<file path="src/rtl/core/rts_pkg.sv">
package rts_pkg;

    localparam int unsigned TIME_W    = 48;
    localparam int unsigned ID_W      = 16;
    localparam int unsigned IVL_W     = 32;
    localparam int unsigned CNT_W     = 17;
    localparam int unsigned MAX_FIRES = 16;
    localparam logic [TIME_W-1:0] TIME_MAX = {TIME_W{1'b1}};

    typedef enum logic [2:0] {
        CMD_TICK   = 3'd0,
        CMD_ADD    = 3'd1,
        CMD_REMOVE = 3'd2,
        CMD_REMOWN = 3'd3,
        CMD_EXISTS = 3'd4
    } cmd_t;

    typedef enum logic [1:0] {
        KIND_FIRED = 2'd0,
        KIND_OK    = 2'd1,
        KIND_FAIL  = 2'd2,
        KIND_DONE  = 2'd3
    } kind_t;

    typedef enum logic [2:0] {
        ST_IDLE,
        ST_SCAN,
        ST_SCAN_LAST,
        ST_ACT,
        ST_FIRE_RD,
        ST_FIRE_WR,
        ST_OUT
    } state_t;

endpackage

</file>
<file path="src/rtl/core/repeating_timer_scheduler.sv">
// Repeating timer scheduler.
// Slave channel s_*: one command item per handshake (tick, add, remove one,
// remove owner, exists). Master channel m_*: result items, tlast on the final
// result of each command.
// The timer table sits in one synchronous memory (one read, one write port,
// registered read data); the valid, done and owner-match bits are flip-flops.
// Non-tick commands: one pass over the table, then the result; the next
// command can be accepted once the result is taken.
// Tick: each firing takes one scan pass to find the
// earliest expired timer, then a read-modify-write and output of the fire
// result; up to 16 firings, then a tick-done result.
// A command is accepted only while idle. Results wait in an output register
// while m_tready is low; the block holds until each is taken.
// Reset (aresetn low, synchronous) clears all valid bits and the controller;
// table contents are not cleared.
module repeating_timer_scheduler #(
    parameter int unsigned TIMER_SLOTS = 16
) (
    input  logic         aclk,
    input  logic         aresetn,
    input  logic         s_tvalid,
    output logic         s_tready,
    // tdata: command[2:0], now_ms[50:3], owner_id[66:51], timer_id[82:67],
    // interval_ms[114:83], repeat_count[131:115], zero fill to 136
    input  logic [135:0] s_tdata,
    output logic         m_tvalid,
    input  logic         m_tready,
    // tdata: kind[1:0], fired_owner[17:2], fired_timer[33:18],
    // remaining[50:34], zero fill to 56
    output logic [55:0]  m_tdata,
    output logic         m_tlast
);
    localparam int unsigned SW  = (TIMER_SLOTS > 1) ? $clog2(TIMER_SLOTS) : 1;
    localparam int unsigned CW  = $clog2(TIMER_SLOTS + 1);
    localparam int unsigned FIRE_CAP = (TIMER_SLOTS < rts_pkg::MAX_FIRES)
                                       ? TIMER_SLOTS : rts_pkg::MAX_FIRES;

    typedef struct packed {
        logic [rts_pkg::ID_W-1:0]   owner;
        logic [rts_pkg::ID_W-1:0]   timer;
        logic [rts_pkg::IVL_W-1:0]  ivl;
        logic signed [rts_pkg::CNT_W-1:0] cnt;
        logic [rts_pkg::TIME_W-1:0] dl;
    } entry_t;

    // table memory
    entry_t mem [TIMER_SLOTS];
    entry_t rd_q;
    logic [SW-1:0] rd_addr, wr_addr;
    logic          wr_en;
    entry_t        wr_data;

    always_ff @(posedge aclk) begin
        if (wr_en) begin
            mem[wr_addr] <= wr_data;
        end
        rd_q <= mem[rd_addr];
    end

    // command register
    logic [2:0] cmd_reg;
    logic [rts_pkg::TIME_W-1:0] now_reg;
    logic [rts_pkg::ID_W-1:0] own_reg, tim_reg;
    logic [rts_pkg::IVL_W-1:0] ivl_reg;
    logic signed [rts_pkg::CNT_W-1:0] cnt_reg;

    rts_pkg::state_t state_reg, state_next;
    logic [SW-1:0] idx_reg;      // address issued
    logic [SW-1:0] cidx_reg;     // address of rd_q
    logic [TIMER_SLOTS-1:0] valid_reg, done_reg;
    logic [TIMER_SLOTS-1:0] own_match_reg;
    logic found_reg, free_found_reg, best_reg;
    logic [SW-1:0] hit_reg, free_reg, best_idx_reg;
    logic [rts_pkg::TIME_W-1:0] best_dl_reg;
    logic [CW-1:0] nfire_reg;
    logic [1:0] okind_reg;
    logic [rts_pkg::ID_W-1:0] oown_reg, otim_reg;
    logic [rts_pkg::CNT_W-1:0] orem_reg;
    logic olast_reg;

    wire s_acc = s_tvalid && s_tready;
    wire m_acc = m_tvalid && m_tready;
    wire cur_v = valid_reg[cidx_reg];
    wire last_addr = (idx_reg == SW'(TIMER_SLOTS - 1));

    // next state
    always_comb begin
        state_next = state_reg;
        case (state_reg)
            rts_pkg::ST_IDLE:      if (s_acc) state_next = rts_pkg::ST_SCAN;
            rts_pkg::ST_SCAN:      if (last_addr) state_next = rts_pkg::ST_SCAN_LAST;
            rts_pkg::ST_SCAN_LAST: state_next = rts_pkg::ST_ACT;
            rts_pkg::ST_ACT: begin
                if (cmd_reg == rts_pkg::CMD_TICK && best_reg &&
                    nfire_reg != CW'(FIRE_CAP)) begin
                    state_next = rts_pkg::ST_FIRE_RD;
                end else begin
                    state_next = rts_pkg::ST_OUT;
                end
            end
            rts_pkg::ST_FIRE_RD:   state_next = rts_pkg::ST_FIRE_WR;
            rts_pkg::ST_FIRE_WR:   state_next = rts_pkg::ST_OUT;
            rts_pkg::ST_OUT: begin
                if (m_acc) state_next = olast_reg ? rts_pkg::ST_IDLE : rts_pkg::ST_SCAN;
            end
            default:               state_next = rts_pkg::ST_IDLE;
        endcase
    end

    // outputs of the controller
    logic [rts_pkg::TIME_W:0] arm_sum;
    logic [rts_pkg::TIME_W-1:0] arm_dl;
    logic signed [rts_pkg::CNT_W-1:0] dec_cnt;
    always_comb begin
        s_tready = (state_reg == rts_pkg::ST_IDLE);
        m_tvalid = (state_reg == rts_pkg::ST_OUT);
        m_tlast  = olast_reg;
        m_tdata  = {5'd0, orem_reg, otim_reg, oown_reg, okind_reg};
        rd_addr  = (state_reg == rts_pkg::ST_ACT || state_reg == rts_pkg::ST_FIRE_RD)
                   ? best_idx_reg : idx_reg;
        arm_sum  = {1'b0, now_reg} + {{(rts_pkg::TIME_W + 1 - rts_pkg::IVL_W){1'b0}},
                   (state_reg == rts_pkg::ST_FIRE_WR) ? rd_q.ivl : ivl_reg};
        arm_dl   = arm_sum[rts_pkg::TIME_W] ? rts_pkg::TIME_MAX
                                           : arm_sum[rts_pkg::TIME_W-1:0];
        dec_cnt  = ($signed(rd_q.cnt) > 0) ? rd_q.cnt - 17'sd1 : rd_q.cnt;
        wr_en    = 1'b0;
        wr_addr  = free_reg;
        wr_data  = '{owner: own_reg, timer: tim_reg, ivl: ivl_reg, cnt: cnt_reg, dl: arm_dl};
        if (state_reg == rts_pkg::ST_ACT && cmd_reg == rts_pkg::CMD_ADD &&
            !found_reg && free_found_reg) begin
            wr_en = 1'b1;
        end
        if (state_reg == rts_pkg::ST_FIRE_WR) begin
            wr_en   = 1'b1;
            wr_addr = best_idx_reg;
            wr_data = '{owner: rd_q.owner, timer: rd_q.timer, ivl: rd_q.ivl,
                        cnt: dec_cnt, dl: arm_dl};
        end
    end

    wire scanning = (state_reg == rts_pkg::ST_SCAN && idx_reg != '0) ||
                    (state_reg == rts_pkg::ST_SCAN_LAST);
    wire idx_zero_first = (state_reg == rts_pkg::ST_SCAN && idx_reg == '0);

    // datapath registers
    always_ff @(posedge aclk) begin
        if (s_acc) begin
            cmd_reg <= s_tdata[2:0];
            now_reg <= s_tdata[50:3];
            own_reg <= s_tdata[66:51];
            tim_reg <= s_tdata[82:67];
            ivl_reg <= s_tdata[114:83];
            cnt_reg <= s_tdata[131:115];
        end
        cidx_reg <= idx_reg;
        if (idx_zero_first) begin
            found_reg <= 1'b0;
            free_found_reg <= 1'b0;
            best_reg <= 1'b0;
        end
        if (scanning) begin
            if (cur_v && rd_q.owner == own_reg && rd_q.timer == tim_reg && !found_reg) begin
                found_reg <= 1'b1;
                hit_reg <= cidx_reg;
            end
            if (!cur_v && !free_found_reg) begin
                free_found_reg <= 1'b1;
                free_reg <= cidx_reg;
            end
            if (cur_v && !done_reg[cidx_reg] && rd_q.dl <= now_reg &&
                (!best_reg || rd_q.dl < best_dl_reg)) begin
                best_reg <= 1'b1;
                best_idx_reg <= cidx_reg;
                best_dl_reg <= rd_q.dl;
            end
        end
        if (state_reg == rts_pkg::ST_ACT) begin
            oown_reg <= own_reg;
            otim_reg <= tim_reg;
            orem_reg <= '0;
            olast_reg <= 1'b1;
            okind_reg <= rts_pkg::KIND_FAIL;
            case (cmd_reg)
                rts_pkg::CMD_TICK: begin
                    okind_reg <= rts_pkg::KIND_DONE;
                    oown_reg <= '0;
                    otim_reg <= '0;
                end
                rts_pkg::CMD_ADD:
                    if (found_reg || free_found_reg) okind_reg <= rts_pkg::KIND_OK;
                rts_pkg::CMD_REMOVE, rts_pkg::CMD_EXISTS:
                    if (found_reg) okind_reg <= rts_pkg::KIND_OK;
                rts_pkg::CMD_REMOWN:
                    if (|(valid_reg & own_match_reg)) okind_reg <= rts_pkg::KIND_OK;
                default: okind_reg <= rts_pkg::KIND_FAIL;
            endcase
        end
        if (state_reg == rts_pkg::ST_FIRE_WR) begin
            okind_reg <= rts_pkg::KIND_FIRED;
            oown_reg <= rd_q.owner;
            otim_reg <= rd_q.timer;
            orem_reg <= dec_cnt;
            olast_reg <= 1'b0;
        end
    end

    // owner match bits, gathered during the scan
    always_ff @(posedge aclk) begin
        if (scanning) own_match_reg[cidx_reg] <= (rd_q.owner == own_reg);
    end

    // control registers
    always_ff @(posedge aclk) begin
        if (!aresetn) begin
            state_reg <= rts_pkg::ST_IDLE;
            idx_reg   <= '0;
            valid_reg <= '0;
            done_reg  <= '0;
            nfire_reg <= '0;
        end else begin
            state_reg <= state_next;
            if (state_reg == rts_pkg::ST_SCAN && !last_addr) idx_reg <= idx_reg + 1'b1;
            else if (state_reg != rts_pkg::ST_SCAN) idx_reg <= '0;
            if (s_acc) begin
                done_reg  <= '0;
                nfire_reg <= '0;
            end
            if (state_reg == rts_pkg::ST_ACT) begin
                case (cmd_reg)
                    rts_pkg::CMD_ADD:
                        if (!found_reg && free_found_reg) valid_reg[free_reg] <= 1'b1;
                    rts_pkg::CMD_REMOVE:
                        if (found_reg) valid_reg[hit_reg] <= 1'b0;
                    rts_pkg::CMD_REMOWN:
                        valid_reg <= valid_reg & ~own_match_reg;
                    default: ;
                endcase
            end
            if (state_reg == rts_pkg::ST_FIRE_WR) begin
                done_reg[best_idx_reg] <= 1'b1;
                nfire_reg <= nfire_reg + 1'b1;
                if (dec_cnt == '0) valid_reg[best_idx_reg] <= 1'b0;
            end
        end
    end

endmodule

</file>
<file path="config.mk">
export PLATFORM = sky130hd
export DESIGN_NAME = repeating_timer_scheduler
export DESIGN_NICKNAME = d
export VERILOG_FILES = /design/src/rtl/core/rts_pkg.sv /design/src/rtl/core/repeating_timer_scheduler.sv
export SDC_FILE = /design/constraint.sdc
export NUM_CORES = 2
export LEC_CHECK = 0
export BUFFER_PORTS_ARGS = -buffer_cell sky130_fd_sc_hd__buf_2
export CORE_ASPECT_RATIO = 2
export CORE_UTILIZATION = 35
export CTS_CLUSTER_DIAMETER = 100
export DETAILED_ROUTE_END_ITERATION = 8
export GPL_TIMING_DRIVEN = 0
export PLACE_DENSITY = 0.52
export SYNTH_ARGS = -nofsm -noshare
export SYNTH_HDL_FRONTEND = slang
export SYNTH_SLANG_ARGS = --single-unit
</file>
<file path="constraint.sdc">
create_clock -name aclk -period 7.6 [get_ports aclk]
set_clock_uncertainty 0.15 [all_clocks]
set_input_delay 0.38 -clock aclk [delete_from_list [all_inputs] [get_ports aclk]]
set_output_delay 0.38 -clock aclk [all_outputs]
set_load 0.02 [all_outputs]
</file>
Word level (Yosys, flattened, before mapping)
Memory sizes are Yosys's and may differ from the RTL's. A register that Yosys moved wholly into a read port is not among the register bits.
Cells that the tools add are included.
- word-level logic and storage cells: 178
- RAM bits: 2064
- flip-flop bits (word level): 311
- memories kept: 1
- input port bits: 140
- memory list (memory ; depth ; bits a word ; rd ports ; clocked after memory_dff ; write ports ; line ; text):
    mem ; 16 ; 129 ; 1 ; 1 ; 1 ; repeating_timer_scheduler.sv:47 ; entry_t mem [TIMER_SLOTS];
- $add $sub $neg: 4
- reductions and logical operators: 46
- bitwise gates (word level): 9
- magnitude comparators: 11
- eq/ne operators: 18
- multiplexer cells: 64
- operators with widths (cell ; number):
    2-to-1 mux 16 bit ; 15
    2-to-1 mux 129 bit ; 1
    bitwise AND 16 bit ; 4
    2-to-1 mux 17 bit ; 3
    adder 48 x 32 -> 49 bit ; 1
    less-or-equal comparator 48 bit ; 1
    less-than comparator 48 bit ; 1
    2-to-1 mux 48 bit ; 1
    inverter 16 bit ; 3
    case mux 16 bit (3 select lines) ; 1
    equality test 16 bit ; 2
    2-to-1 mux 32 bit ; 1
    bitwise OR 16 bit ; 2
    logical AND 1 bit ; 22
    case mux 3 bit (7 select lines) ; 1
    less-than comparator 4 x 5 -> 1 bit (second input constant) ; 4
    2-to-1 mux 1 bit ; 20
    greater-than comparator 17 x 1 -> 1 bit (second input constant) ; 1
    zero test 17 bit ; 1
    subtractor 17 x 2 -> 17 bit (second input constant) ; 1
    bitwise mux 16 bit ; 1
    demux 1 bit (select 4 bit) ; 4
    >= comparator 4 x 1 -> 1 bit (second input constant) ; 4
    2-to-1 mux 4 bit ; 4
    25 further kinds ; 53

Logic depth before layout (Yosys ltp)
- depth in word-level cells: 13
- gate-level depth with buffers: 21

Least setup slack after synthesis
No wires, ideal clock.
- path kind: register to register
- start point: register state_reg[1]
- end point: memory mem[10][0] (netlist name), enable pin
- setup slack: -0.230 ns
- arrival time: 7.061 ns
- required time: 6.831 ns
- setup time: 0.619 ns
- clock period less this slack: 7.830 ns
- path buffers: 1
- stages on the path, launching flop included: 7
- cells stage by stage: dfxtp_1 clkbuf_1 nor2_1 nand2_1 nor3b_1 a21oi_1 nor2_1
- word-level cells in the longest chain between the ends: 8
- elaborated cells between the ends (all ways): 10
- classes of those cells: 2 x eq/ne; 5 x mux; 3 x reduce/logical
- ends and longest elaborated chain (what ; line ; text):
    start: declaration ; repeating_timer_scheduler.sv:67 ; rts_pkg::state_t state_reg, state_next;
    start signal: assignment ; repeating_timer_scheduler.sv:215 ; state_reg <= rts_pkg::ST_IDLE;
    start signal: assignment ; repeating_timer_scheduler.sv:221 ; state_reg <= state_next;
    equality test 3 x 2 -> 1 bit ; repeating_timer_scheduler.sv:129 ; if (state_reg == rts_pkg::ST_ACT && cmd_reg == rts_pkg::CMD_ADD &&
    logical AND 1 bit (2 in a row) ; repeating_timer_scheduler.sv:129 ;
    logical AND 1 bit ; repeating_timer_scheduler.sv:130 ; !found_reg && free_found_reg) begin
    2-to-1 mux 1 bit ; repeating_timer_scheduler.sv:129 ;
    2-to-1 mux 1 bit ; repeating_timer_scheduler.sv:133 ; if (state_reg == rts_pkg::ST_FIRE_WR) begin
    2-to-1 mux 1 bit ; repeating_timer_scheduler.sv:54 ; if (wr_en) begin
    2-to-1 mux 1 bit (not written as such) ; repeating_timer_scheduler.sv:55 ; mem[wr_addr] <= wr_data;
    end: declaration ; repeating_timer_scheduler.sv:47 ;
Parallel ways exist; a longest one is shown, timed or not.

Final worst setup path
- start point: register state_reg[0]
- end point: memory mem[3][21] (netlist name), data pin
- word-level cells in the longest chain between the ends: 5
- ends and longest elaborated chain (what ; line ; text):
    equality test 3 bit ; repeating_timer_scheduler.sv:122 ; (state_reg == rts_pkg::ST_FIRE_WR) ? rd_q.ivl : ivl_reg};
    2-to-1 mux 32 bit ; repeating_timer_scheduler.sv:122 ;
    adder 48 x 32 -> 49 bit ; repeating_timer_scheduler.sv:121 ; arm_sum = {1'b0, now_reg} + {{(rts_pkg::TIME_W + 1 - rts_pkg::IVL_W){1'b0}},
    2-to-1 mux 48 bit ; repeating_timer_scheduler.sv:123 ; arm_dl = arm_sum[rts_pkg::TIME_W] ? rts_pkg::TIME_MAX
    net arm_dl, one bit ; repeating_timer_scheduler.sv:112 ; logic [rts_pkg::TIME_W-1:0] arm_dl;
    2-to-1 mux 129 bit ; repeating_timer_scheduler.sv:133 ;
The timed path passes the listed nets, and every way through them passes these cells.

==> run metrics <==
outcome finished clean; Syn. warnings 0; most common cell after layout, fill and taps aside edfxtp_1; # Post-CTS Setup Buffers 0; startpoint types flop; CP peak stage delay 480 ps; commonest cells after routing, fill and taps aside edfxtp_1, mux4_2, nand2_1, buf_2, clkbuf_16; cts bufs inserted about 230; fmax ~0.14 GHz; Max Cap Violations 0; GRT Residual Overflow 0; Seq cells post-synth around 2500; P per Cell Area approximately 250 nW/um^2; library cells used by synthesis 81; Largest regs mem (2064), rd_q (129); Setup TNS 0 ps; Post-synth EDFFs between 2000 and 2500; Synth area leaders edfxtp_1, mux4_2, dfxtp_1, ha_1, mux2i_1; Synth top area share a little over two thirds; largest net degree at the start of global routing 72; Synth Cell Area slightly below 100000 sq um; initial antenna violation count 13; post-route ant nets 0; full die area about 280000 sq um; Placed Instances approximately 9000; Setup Viol. Count Final 0; cell taking the most area after synthesis edfxtp_1; post-synthesis sequential area ratio roughly three quarters; Final Core Density roughly two fifths; Max stage delay cell, worst path clkbuf_4; Core ar. 280000 sq um; die width roughly 380 microns; Tightest Hold Check Type in2reg; H-tree levels 4; Final Hold Fails 0; critical path class reg2reg; HPWL Detailed 196000 microns; Total GRT Usage ~20%; CP Max Fanout 17; clock share of power about two fifths; CTS tree done; fin. max-slew vios 0; max reg flops around 2100; residual DRC count 0; io pins 199; combinational share of power 4.6%; root buffer cell clkbuf_16; IO Port Bufs 189; clk buf depth 4; starting density of the core 35.2%; Critical Path, Cell by Cell clkbuf_1, nand2b_1, nor2_4, buf_2, clkbuf_4, nand2_1, nand2_4, ha_1, inv_1, fa_1, nand2b_1, a21oi_1, o2111ai_1, a21oi_2, a311o_2, o311ai_4, or3_1, buf_4, buf_6, buf_6, nand2_1; DP Worst Slack -1600 ps; net switching power a little over 6 mW; Final period util between 90% and 100%; Largest Register mem; initial DRC count between 4000 and 5000; Rows 275; syn avg cell area about 19 sq um; DR vias/cell around 5.3; Slew headroom under 10%; Synth Instances 5165; fin worst setup slack 408 ps; clk_lat worst skew ~900 ps; 1st-pass router iterations 5; Internal about 22 mW; vias in the first global route around 55000; Worst Setup End Kind flop; WP data arrival between 7000 and 8000 ps; Layout Nets between 6000 and 7000; Worst VDD drop around 180 uV; Synth-to-Final Area Change 18.0%; CTS Sinks 2504; Slew @ Worst Pin 1430 ps; Placer Congestion 0.865; wire length per cell roughly 29 microns; DRT Wirelength ~290000 microns; share of cells above drive strength 1 approximately 22%; Non-Filler Instances around 10000; first-pass GRT wire length slightly above 400000 microns; leakage 38.7 nW; Final Critical Period 7190 ps; total vias in the final route between 50000 and 60000; Main synth FF type edfxtp_1; Net Sw Frac 21.4%; async set-reset flop share out of synthesis 0%; Flop pwr share approximately 54%; CTS clock-pin slew for the worst setup and hold paths around 70 ps; RSZ-0062 raised after global routing no; Crit path required time ~8000 ps; Die Height around 750 microns; hold_ws 51.9 ps
==> Yosys cell counts (all sizes together), types with 4 or more instances <==
cell type and number:
a32oi 5, o21ai 88, mux2i 130, dfxtp 183, xor2 17, a221oi 5
clkbuf 158, a41oi 4, mux4 526, nand2 305, nor3b 4, and3 10
or3 7, o31ai 4, o211ai 7, nand2b 20, nor2b 159, inv 112
ha 135, a22oi 23, a22o 34, and2 9, a21o 59, a21oi 215
a21boi 5, buf 92, xnor2 61, and4 5, edfxtp 2321, a31oi 36
a211oi 134, nand4 31, nor4 8, o21bai 5, nand3 29, nor2 124
o21a 8, nor3 36, o221ai 6, o22ai 4
==> worst max-delay path: cells and delay by family, from the launching register on <==
kind	cells	cell delay [ps]
simple gates	7	2050
buf+inv	7	1960
compound gates	5	1410
fa+ha+maj	2	690
flops	1	440
==> stage by stage <==
step           power [mW]  area, sq um
2_1_floorplan        16.4        98500
3_3_place_gp         16.9       104000
3_5_place_dp         17.0       107000
4_1_cts              28.9       116000
5_1_grt              29.4       116000
6_report             28.6       116000
==> path summary, 6_finish.rpt <==
| path | cells past startpoint | end | startpoint | slack (ps) |
|---|---|---|---|---|
| max | 21 | mem[3][21] | state_reg[0] | 410 |
| min | 2 | own_reg[14] | s_tdata[65] | 50 |
| max reg2reg | 21 | mem[3][21] | state_reg[0] | 410 |
| min reg2reg | 0 | cidx_reg[3] | idx_reg[3] | 200 |
==> layout make-up <==
type | count | area (sq um)
fill | 25100 | 164000
sequential | 2504 | 73400
multi-input combinational | 2303 | 23900
clock buffer | 307 | 6350
timing repair buffer | 485 | 5170
tap | 3739 | 4680
clock inverter | 111 | 1210
buffer | 250 | 1170
inverter | 112 | 428
antenna | 2 | 5.00
==> cell families (layout without fill, tap and decap cells) <==
kind of cell / count (synthesis) / in the layout / share of synthesized area, %
other: 1 / 7 / 0.00381
AOI/OAI and AO/OA: 662 / 662 / 4.39
muxes: 659 / 659 / 13.4
and+or+nand+nor: 763 / 763 / 3.73
xor gates and xnor gates: 78 / 78 / 0.694
DFF: 2504 / 2504 / 74.5
buffers and inverters: 362 / 1265 / 1.58
adders and majority gates: 136 / 136 / 1.74
==> metal layers <==
metal | track usage (%) | routed length, microns | vias up
met5 | 0 | 0 | -
met4 | 7.05 | 10600 | 0
met3 | 2.18 | 11900 | 449
met2 | 36.8 | 153000 | 1515
met1 | 24.1 | 111000 | 27800
li1 | - | - | 22300
==> repair_timing <==
item                                   CTS  global route
setup endpoints to repair              768           368
hold buffers                           174             0
resized for setup                       25            18
endpoints found under the hold margin  166             0
==> power groups by stage <==
stage,registers [mW],logic [mW],clock network [mW]
global route,15.4,1.44,12.5
floorplan,15.6,0.800,0
detailed placement,15.7,1.28,0
global placement,15.7,1.24,0
finish,15.4,1.33,11.9
CTS,15.4,1.35,12.1
No activity file was read; power rests on OpenSTA's default activity.
